File: src/rtl/sadm_ram.sv
// ============================================================================
// sadm_ram: generic simple dual port ram
// one write port, one read port with registered read data
// ============================================================================
module sadm_ram #(
    parameter int WIDTH  = 8,
    parameter int DEPTH  = 512,
    localparam int ADDR_W = $clog2(DEPTH)
) (
    input  logic              i_clk,
    input  logic              i_we,
    input  logic [ADDR_W-1:0] i_waddr,
    input  logic [WIDTH-1:0]  i_wdata,
    input  logic [ADDR_W-1:0] i_raddr,
    output logic [WIDTH-1:0]  o_rdata
);
    logic [WIDTH-1:0] r_mem [DEPTH];
    logic [WIDTH-1:0] r_rdata;

    always_ff @(posedge i_clk) begin
        if (i_we) begin
            r_mem[i_waddr] <= i_wdata;
        end
        r_rdata <= r_mem[i_raddr];
    end

    assign o_rdata = r_rdata;
endmodule

File: config.mk
export PLATFORM = sky130hd
export DESIGN_NAME = sadm_ram
export DESIGN_NICKNAME = d
export VERILOG_FILES = /design/src/rtl/sadm_ram.sv
export SDC_FILE = /design/constraint.sdc
export NUM_CORES = 2
export LEC_CHECK = 0
export ABC_AREA = 0
export BUFFER_PORTS_ARGS = -buffer_cell sky130_fd_sc_hd__buf_2
export CAP_MARGIN = 20
export CORE_UTILIZATION = 50
export DETAILED_ROUTE_END_ITERATION = 10
export PLACE_DENSITY = 0.71
export REMOVE_ABC_BUFFERS = 1
export SYNTH_ARGS = -nofsm -noshare
export SYNTH_HDL_FRONTEND = slang
export SYNTH_SLANG_ARGS = --single-unit
File: constraint.sdc
create_clock -name i_clk -period 3.5 [get_ports i_clk]
set_clock_uncertainty 0.1 [all_clocks]
set_input_delay 0.175 -clock i_clk [delete_from_list [all_inputs] [get_ports i_clk]]
set_output_delay 0.175 -clock i_clk [all_outputs]
set_load 0.05 [all_outputs]
==> reports/results.ini <==
[place]
post-place-cells=12300
portBuffers=35
routabilityCongestion=0.919
hpwl_microns=251000

[sta]
finalMaxSlewViolations=0
relSlewSlack_pct=19.1
hold_viol=0
timing.fmax_mhz=285
tightest_slew_ns=1.20
fin_crit_sh_pct=100
fin_crit_ns=3.51
setup_ws_ns=-0.0146
finalSetupViolations=1
rsz0062_at_grt=no
tns_ns=-0.0146

[floorplanning]
dieWidth_microns=568
io_pins=36
die-area_sq_mm=0.322
die_height_microns=568
rows=207
start_util_pct=50.3
core_area_sq_mm=0.318

[route]
drc_errors=0
drt_wl_total_microns=407000
vias=83900
drt-vias-per-instance=6.40
drt_iter0_markers=11200
first_pass_iters=8
postRouteAntennaNets=0
post_drt_wl_per_cell_microns=31.0

[yosys]
synth_top_area_share_pct=76.9
yosysSeqAreaShare_pct=77.0
yosysWarnings=0
synth_seq_cells=4104
synth.distinct_cells=51
synth_edf_count=4096
synthCells=8030
netlist_top_cells_area=edfxtp_1 (77%), mux4_2 (9.2%), mux2i_1 (5.0%), o221ai_1 (2.0%), nor2_1 (1.4%)
yosysTopAreaCell=edfxtp_1
avgSynthCellArea_sq_um=19.9
async_flop_share_pct=0
ys.flop_type=edfxtp_1
syn_area_sq_mm=0.160

[cts]
cts_root_buf=clkbuf_16
cts_setup_buffers=0
cts.sinks=4104
numCtsBuffers=407
h-tree-depth=5
clockBufferDepth=4
insertion_delay_ns=0.99
tritoncts=yes
clkSlewWorstSetupHoldPaths_ns=0.06

[grt]
grt_max_degree=143
grt_overflow_total=0
grt_use_total_pct=24.9
antenna_found_initial=22
met2_usage_pct=39.6
top_usage_layer=met2
grt_pass1_vias=83500
grt_use_met3_pct=4.54
met1_usage_pct=34.4
grt_pass1_wl_microns=585000

[critical_path]
reg2reg_from=r_mem[58][7]$_DFFE_PP_
startpoint_type=flip-flop
critPathKind=reg -> reg
critPathMaxFanout=2
cp.required_ns=4.29
rr_endpoint=o_rdata[7]$_DFF_P_
arrival_ns=4.30
r2r_slack_ns=-0.01
end_kind=flip-flop
reg2reg_depth=9

[layout]
drive_above_1_share_pct=21.2
final_net_count=8599
syn_to_final_growth_pct=13.8
utilization_pct=57.2
instances_no_fill=13100

[power]
intPower_mw=80.9
pwr-share-comb_pct=5.0
sw_frac_of_total_pct=21.4
power.net_switching_mw=22.0
leakage_nw=58.4
p_per_area_mw_per_mm2=566
clkPwrFrac_pct=42.3
power_frac_seq_pct=52.7
irDropWorstVdd_uv=453

[min_path]
hold_depth=4
hp-class=in -> reg
holdPathEnd=o_rdata[3]$_DFF_P_
min-delay-start=i_raddr[3]

[job]
drv_cap=0

[status]
violations=negative setup slack
status=finished with violations

==> placed cells by master (no fill, tap or decap), types with 10 or more instances in the layout <==
master,Yosys,routed
diode_2,0,11
nand3_1,36,32
mux2i_1,797,797
mux4_2,654,654
o21ai_0,118,118
o31ai_1,13,13
buf_4,70,497
bufinv_16,0,46
and2_1,20,19
clkbuf_1,265,80
nand4_1,32,32
o22ai_1,163,163
nand2_4,0,12
o221ai_1,371,371
a21oi_1,194,194
nor3_1,109,106
clkinv_1,0,102
nor2_1,597,596
dlygate4sd3_1,0,11
buf_8,11,10
edfxtp_1,4096,4096
a211oi_1,17,17
nand2_1,111,99
clkinvlp_4,0,12
a22oi_1,61,61
clkinv_2,0,68
buf_12,5,103
buf_2,57,23
nor4_1,36,36
clkbuf_16,0,408
==> power by group through the flow <==
stage | Clock [mW] | Sequential, mW | Combinational (mW)
2_1_floorplan | 0 | 55.3 | 1.88
6_report | 43.6 | 54.2 | 5.14
3_5_place_dp | 0 | 55.3 | 5.07
3_3_place_gp | 0 | 55.2 | 4.96
4_1_cts | 43.9 | 54.2 | 5.11
5_1_grt | 45.8 | 54.2 | 5.33
==> per-stage QoR <==
stage / worst slack, ns / power (mW) / hold slack, ns / cell area, sq um
2_1_floorplan: -5.41 / 57.1 / 0.174 / 157000
4_1_cts: 0.245 / 103 / 0.00867 / 182000
6_report: -0.0146 / 103 / 0.0903 / 182000
3_3_place_gp: -0.439 / 60.2 / 0.529 / 168000
5_1_grt: 0.168 / 105 / 0.0833 / 182000
3_5_place_dp: -0.471 / 60.3 / 0.535 / 168000
==> logic make-up (layout without fill, tap and decap cells) <==
logic type	after synthesis	count (layout)	share of synthesized area, %
DFF	4104	4104	77.0
muxes	1451	1451	14.2
and+or+nand+nor	980	980	2.63
AOI/OAI and AO/OA	979	979	4.31
buffers and inverters	516	1400	1.85
other	0	11	0
==> registers in the layout (all words and copies together) (netlist names) <==
register  count
r_mem      4096
o_rdata       8
==> critical path: stages (launching register included) <==
cell,delay (ns)
edfxtp_1,0.34
mux2i_1,0.09
o221ai_1,0.39
a21oi_1,0.19
nor4_1,0.60
buf_4,0.24
nand4_1,0.31
nor4_1,0.69
buf_4,0.27
o2111a_1,0.22
==> cells in the mapped netlist, drive strengths merged (3+ instances only) <==
cell / n
o22a: 3
or2: 5
o41ai: 7
a22oi: 61
a21oi: 194
dfxtp: 8
edfxtp: 4096
o311ai: 6
o221ai: 372
mux4: 654
nor3b: 8
and3b: 4
o31ai: 13
a22o: 5
and2: 20
mux2i: 797
inv: 3
a2111oi: 3
and3: 4
nor2b: 6
buf: 248
a211oi: 17
o2111a: 8
nor2: 597
nor3: 109
nand2b: 4
o21ai: 119
clkbuf: 265
nand4: 32
nor4: 36
or3: 6
nand2: 111
nand3: 36
o22ai: 163
==> layer usage <==
metal	vias to the layer above	part of all wire, %
li1	34600	-
met5	-	0.025
met1	43600	38
met4	14	4.3
met2	4845	48
met3	800	9.4
==> final cells by class <==
type                    instances  area (sq um)
clock inverters               260          2770
well taps                    4180          5230
clock buffers                 492         10600
multi-input cells            3410         34000
fillers                     22700        136000
diodes                         11          27.5
inverters                       3          18.8
flip-flops and latches       4104        123000
repair buffers                645          6180
==> how the worst max path moves through the flow <==
stage,startpoint,to,slack (ns),depth (start not counted)
after floorplan,i_raddr[2],o_rdata[6]$_DFF_P_,-5.41,7
after global placement,i_raddr[0],o_rdata[7]$_DFF_P_,-0.44,12
after detailed placement,i_raddr[0],o_rdata[7]$_DFF_P_,-0.47,12
after CTS,r_mem[58][7]$_DFFE_PP_,o_rdata[7]$_DFF_P_,0.25,9
after global routing,r_mem[58][7]$_DFFE_PP_,o_rdata[7]$_DFF_P_,0.17,9
final,r_mem[58][7]$_DFFE_PP_,o_rdata[7]$_DFF_P_,-0.01,9
==> what timing repair did <==
| item | CTS | global route |
|---|---|---|
| endpoints found under the hold margin | 2403 | 0 |
| hold buffers | 11 | 0 |
| resized for setup | 0 | 0 |
No activity file was read; power rests on OpenSTA's default activity.
