## config.mk

```make
export PLATFORM = sky130hd
export DESIGN_NAME = sadm_cell
export DESIGN_NICKNAME = d
export VERILOG_FILES = /design/src/rtl/sadm_pkg.sv /design/src/rtl/sadm_cell.sv
export SDC_FILE = /design/constraint.sdc
export NUM_CORES = 1
export LEC_CHECK = 0
export BUFFER_PORTS_ARGS = -buffer_cell sky130_fd_sc_hd__buf_4
export CAP_MARGIN = 20
export CORE_MARGIN = 5
export CORE_UTILIZATION = 49
export DETAILED_ROUTE_END_ITERATION = 10
export PLACE_DENSITY = 0.76
export SYNTH_ARGS = -nofsm -noshare
export SYNTH_HDL_FRONTEND = slang
export SYNTH_SLANG_ARGS = --single-unit
export TNS_END_PERCENT = 20
```

## constraint.sdc

```tcl
create_clock -name i_clk -period 3.3 [get_ports i_clk]
set_input_delay 0.165 -clock i_clk [delete_from_list [all_inputs] [get_ports i_clk]]
set_output_delay 0.165 -clock i_clk [all_outputs]
set_load 0.01 [all_outputs]
```

## src/rtl/sadm_pkg.sv

```systemverilog
// ============================================================================
// sadm_pkg: shared types and constants of the sad template matcher
// pixel widths, gray conversion weights, register map and cell control bundle
// ============================================================================
package sadm_pkg;

    // default geometry, handed to the top level parameters
    localparam int DEF_TEMPLATE_HEIGHT = 8;
    localparam int DEF_TEMPLATE_WIDTH  = 8;
    localparam int DEF_IMAGE_WIDTH     = 512;

    // payload widths
    localparam int PIX_W    = 8;
    localparam int RGB_W    = 24;
    localparam int REQ_W    = 1;
    localparam int SUM_O_W  = 14;
    localparam int THRESH_W = 14;

    // request codes
    localparam logic [REQ_W-1:0] REQ_TEMPLATE = 1'b0;
    localparam logic [REQ_W-1:0] REQ_IMAGE    = 1'b1;

    // configuration port
    localparam int APB_DATA_W = 32;
    localparam int PADDR_W    = 3;
    localparam logic [PADDR_W-1:0] ADDR_THRESHOLD = 3'd0;

    localparam logic [THRESH_W-1:0] THRESH_RESET = 14'd1024;
    localparam logic [SUM_O_W-1:0]  SUM_MAX      = 14'd16383;

    // luma weights, q16
    localparam logic [15:0] COEF_R = 16'd19595;
    localparam logic [15:0] COEF_G = 16'd38470;
    localparam logic [15:0] COEF_B = 16'd7471;
    localparam int GRAY_SHIFT = 16;

    // per-cycle commands broadcast along the cell row
    typedef struct packed {
        logic shift;      // take the neighbor column
        logic rotate;     // rotate column and template, accumulate one difference
        logic acc_clear;  // restart the column sum
    } t_cell_ctrl;

    function automatic logic [PIX_W-1:0] to_gray(input logic [RGB_W-1:0] rgb);
        logic [RGB_W-1:0] y;
        y = RGB_W'(rgb[7:0])   * RGB_W'(COEF_R)
          + RGB_W'(rgb[15:8])  * RGB_W'(COEF_G)
          + RGB_W'(rgb[23:16]) * RGB_W'(COEF_B);
        return y[GRAY_SHIFT +: PIX_W];
    endfunction

endpackage

```

## src/rtl/sadm_cell.sv

```systemverilog
// ============================================================================
// sadm_cell: one window column of the matcher
// holds a window column and a template column, sums their differences
// row by row and adds its sum into the partial sum from the right neighbor
// ============================================================================
module sadm_cell import sadm_pkg::*; #(
    parameter int HEIGHT = DEF_TEMPLATE_HEIGHT,
    parameter int SUM_W  = 14,
    localparam int ROW_W  = $clog2(HEIGHT),
    localparam int COL_W  = HEIGHT * PIX_W,
    localparam int CSUM_W = $clog2(HEIGHT * 255 + 1)
) (
    input  logic             i_clk,
    input  logic             i_rst_n,
    input  t_cell_ctrl       i_ctrl,
    input  logic [COL_W-1:0] i_col,
    output logic [COL_W-1:0] o_col,
    input  logic             i_tpl_we,
    input  logic [ROW_W-1:0] i_tpl_row,
    input  logic [PIX_W-1:0] i_tpl_pix,
    input  logic [SUM_W-1:0] i_partial,
    output logic [SUM_W-1:0] o_partial
);
    logic [PIX_W-1:0]  r_win [HEIGHT];
    logic [PIX_W-1:0]  r_tpl [HEIGHT];
    logic [CSUM_W-1:0] r_acc;
    logic [SUM_W-1:0]  r_partial;
    logic [PIX_W-1:0]  w_diff;

    assign w_diff = (r_win[0] > r_tpl[0]) ? (r_win[0] - r_tpl[0]) : (r_tpl[0] - r_win[0]);

    // window column, row 0 on top
    always_ff @(posedge i_clk) begin
        if (!i_rst_n) begin
            for (int k = 0; k < HEIGHT; k++) begin
                r_win[k] <= '0;
            end
        end else if (i_ctrl.shift) begin
            for (int k = 0; k < HEIGHT; k++) begin
                r_win[k] <= i_col[k*PIX_W +: PIX_W];
            end
        end else if (i_ctrl.rotate) begin
            for (int k = 0; k < HEIGHT - 1; k++) begin
                r_win[k] <= r_win[k+1];
            end
            r_win[HEIGHT-1] <= r_win[0];
        end
    end

    // template column, rotates in step with the window
    always_ff @(posedge i_clk) begin
        if (i_tpl_we) begin
            r_tpl[i_tpl_row] <= i_tpl_pix;
        end else if (i_ctrl.rotate) begin
            for (int k = 0; k < HEIGHT - 1; k++) begin
                r_tpl[k] <= r_tpl[k+1];
            end
            r_tpl[HEIGHT-1] <= r_tpl[0];
        end
    end

    always_ff @(posedge i_clk) begin
        if (i_ctrl.acc_clear) begin
            r_acc <= '0;
        end else if (i_ctrl.rotate) begin
            r_acc <= r_acc + CSUM_W'(w_diff);
        end
        r_partial <= SUM_W'(r_acc) + i_partial;
    end

    for (genvar k = 0; k < HEIGHT; k++) begin : g_col
        assign o_col[k*PIX_W +: PIX_W] = r_win[k];
    end

    assign o_partial = r_partial;
endmodule
```

==> out/metrics.cfg <==
[logic_synthesis]
ys.flop_type = edfxtp_1
synth_area_leaders = edfxtp_1 (51%), a21o_1 (7.5%), a22o_1 (7.4%)
yosysWarnings = 0
synth-seq-cells = 153
syn_avg_cell_area_um2 = 12.65
synth_cells = 595
post-synth-top-area-cell = edfxtp_1
synth_edf_count = 128
mappedNetlistNets = 728
synth_cell_types = 52
synth.top_cell.area_share = 0.5106
seq_area_frac_synth = 0.5770
async_flop_share = 0
netlist_area_mm2 = 0.007528

[global_routing]
grt_pass1_wl_mm = 30.13
grt_max_degree = 49
antenna_found_initial = 0
grt.overflow.total = 0
track_usage = 0.2150
grt_pass1_vias = 5619

[placement]
dp.cells = 941
gp_congestion = 0.9522
place.port_buffers = 172
dpl.hpwl_mm = 14.43
placed_area_mm2 = 0.009117

[detailed_routing]
vias = 5653
wl_per_cell_um = 19.88
final_antenna_net_count = 0
drc = 0
drtIter0Drc = 411
viasPerCell = 5.780
drt_pre_antenna_iters = 5
routed_wl_mm = 19.44

[power_and_ir_drop]
power_density_mw_per_mm2 = 624.0
cellLeakagePower_uw = 0.004521
ir_worst_vdd_uv = 387.3

[cts]
root_buffer = clkbuf_16
cts.sinks = 153
clk_pin_slew_ns = 0.07
cts_tree = built
insertion_delay_ns = 0.42
cts_buffers = 17
htree_levels = 4
clock_path_buffers = 2

[critical_path]
cp_max_fo = 7
r2r_cells = 15
cp_slowest_cell = edfxtp_1
endpoint_kind = flop
required_ns = 3.60
max_stage_delay_ns = 0.40
worstPathCellList = inv_1, ha_1, inv_1, fa_2, nand3_2, a21oi_2, o41ai_4, buf_6, mux2_4, fa_2, a211oi_2, o21bai_1, a21oi_2, nor4b_1, a211o_1
startpoint_type = flop
critPathKind = reg2reg
cp_data_arrival_time_ns = 3.63

[die]
rows = 45
io_pins = 173
dieArea_mm2 = 0.01794
die_h_um = 134.0
coreArea_mm2 = 0.01515
die_w_um = 134.0
initial_utilization = 0.4971

[cells_and_area]
design_area_mm2 = 0.009788
fin_cells = 978
nets = 910
areaGrowthSynthToFinish_pct = 30.01
antenna_cells = 0
final_util = 0.6463
drive_above_1_share = 0.3228

[job]
max_cap_viol_count = 0

[worst_hold_path]
hold-path-cell-count = 2
hp-class = in2reg

[outcome]
status = complete, but fails checks
failed_checks = negative setup slack

[timing]
finalClockSkew_ns = 0.006492
timing.fmax_mhz = 301.0
rsz0062_at_grt = true
slew_viol_final = 0
layout_setup_ws_ns = -0.02216
hold_viol = 0
slew_headroom = 0.2997
period_share = 1.007
worst_slew_pin_slew_ns = 1.043
period_minus_slack_ns = 3.322
final-setup-viol-count = 1

## state kept, by name (all words and copies together), names as in the netlist
| register | count |
|---|---|
| r_win | 64 |
| r_acc | 11 |
| r_tpl | 64 |
| o_partial | 14 |
## worst max-delay path: cells and delay by family, from the launching register on
family	cells	cell delay [ns]
AOI/OAI and AO/OA	6	1.10
adders and majority gates	3	0.90
DFF	1	0.40
buffers and inverters	3	0.33
muxes	1	0.32
and+or+nand+nor	2	0.17
## timing repair
item,4_1_cts,5_1_grt
pin swaps,1,3
setup endpoints to repair,4,7
setup buffers,1,2
hold endpoints to repair,2,0
hold buffers,2,0
resized for setup,3,7
## where the power goes
group          switching, µW  internal [µW]  leakage [µW]
clock network            822           1130      0.000284
logic                    861            800       0.00270
registers                134           2360       0.00153
## cells in the mapped netlist (all sizes together) (2+ instances only)
library cell  instances
inv                  26
o21ai                16
nand2                22
o31ai                 2
nand3                10
nor4b                 3
a211oi                9
o21a                  2
edfxtp              128
mux2i                11
xnor2                11
a31oi                 3
nor2                 17
xor2                  6
o21bai                2
a21o                 75
nand3b                2
fa                    4
or3b                  2
and3                  3
buf                   8
a21oi                26
nor3b                 4
ha                   34
clkbuf               30
dfxtp                25
a211o                 2
o211ai                2
nand2b                4
and2                 10
a22o                 64
nor2b                 7
o311ai                2
nor3                  4
nand4                 6
## placed cells by master (no fill, tap or decap), drive strengths merged, types with 6 or more instances in the layout
master	count
nand2	22
xor2	6
a211oi	9
dfxtp	25
nand3	10
a21oi	26
edfxtp	128
buf	199
mux2i	11
ha	34
a22o	64
o21ai	16
and2	10
clkbuf	18
inv	32
nor2	17
a21o	75
xnor2	11
nand4	6
nor2b	7
## metal layers
metal | vias to the layer above | routed length, µm | GRT usage
met2 | 211 | 9750 | 0.3540
met1 | 2778 | 8034 | 0.2769
met4 | 0 | 508 | 0.08114
met5 | - | 0 | 0
met3 | 32 | 1147 | 0.05176
li1 | 2632 | - | -
## path summary, 6_finish.rpt
| kind | start | end | slack [ns] |
|---|---|---|---|
| setup / recovery | r_win[0][0] | r_acc[6] | -0.02 |
| hold / removal | i_col[49] | r_win[0][49] | 0.03 |
| setup reg to reg | r_win[0][0] | r_acc[6] | -0.02 |
| hold reg to reg | r_acc[9] | r_acc[9] | 0.51 |
## area by class of cell
class                           count  area (µm²)
Tap cell                          188       235.2
Multi-Input combinational cell    378        3003
Clock inverter                     14       161.4
Fill cell                        1146        5358
Inverter                           26       97.59
Timing Repair Buffer              201        1518
Sequential cell                   153        4344
Clock buffer                       18       429.2
## logic make-up (layout without fill, tap and decap cells)
family                     Yosys count  in the layout  share of synthesized area
AOI/OAI and AO/OA                  213            213                     0.2167
DFF                                153            153                     0.5770
and+or+nand+nor                     98             98                    0.06914
buffers and inverters               64            259                    0.03407
adders and majority gates           38             38                    0.06714
xor gates and xnor gates            17             17                    0.01978
muxes                               12             12                    0.01612
## per-stage QoR
stage,hold WS [ns],total power [µW],setup WS [ns],setup TNS [ns]
global placement,0.3927,4055,0.03960,0
CTS,0.01815,6085,-0.03717,-0.03717
global route,0.02337,6396,-0.1826,-0.9515
floorplan,0.2949,3515,-0.03544,-0.04904
finish,0.03273,6108,-0.02216,-0.02216
detailed placement,0.3949,4118,-0.1112,-0.1724
(Power assumes the default switching activity.)
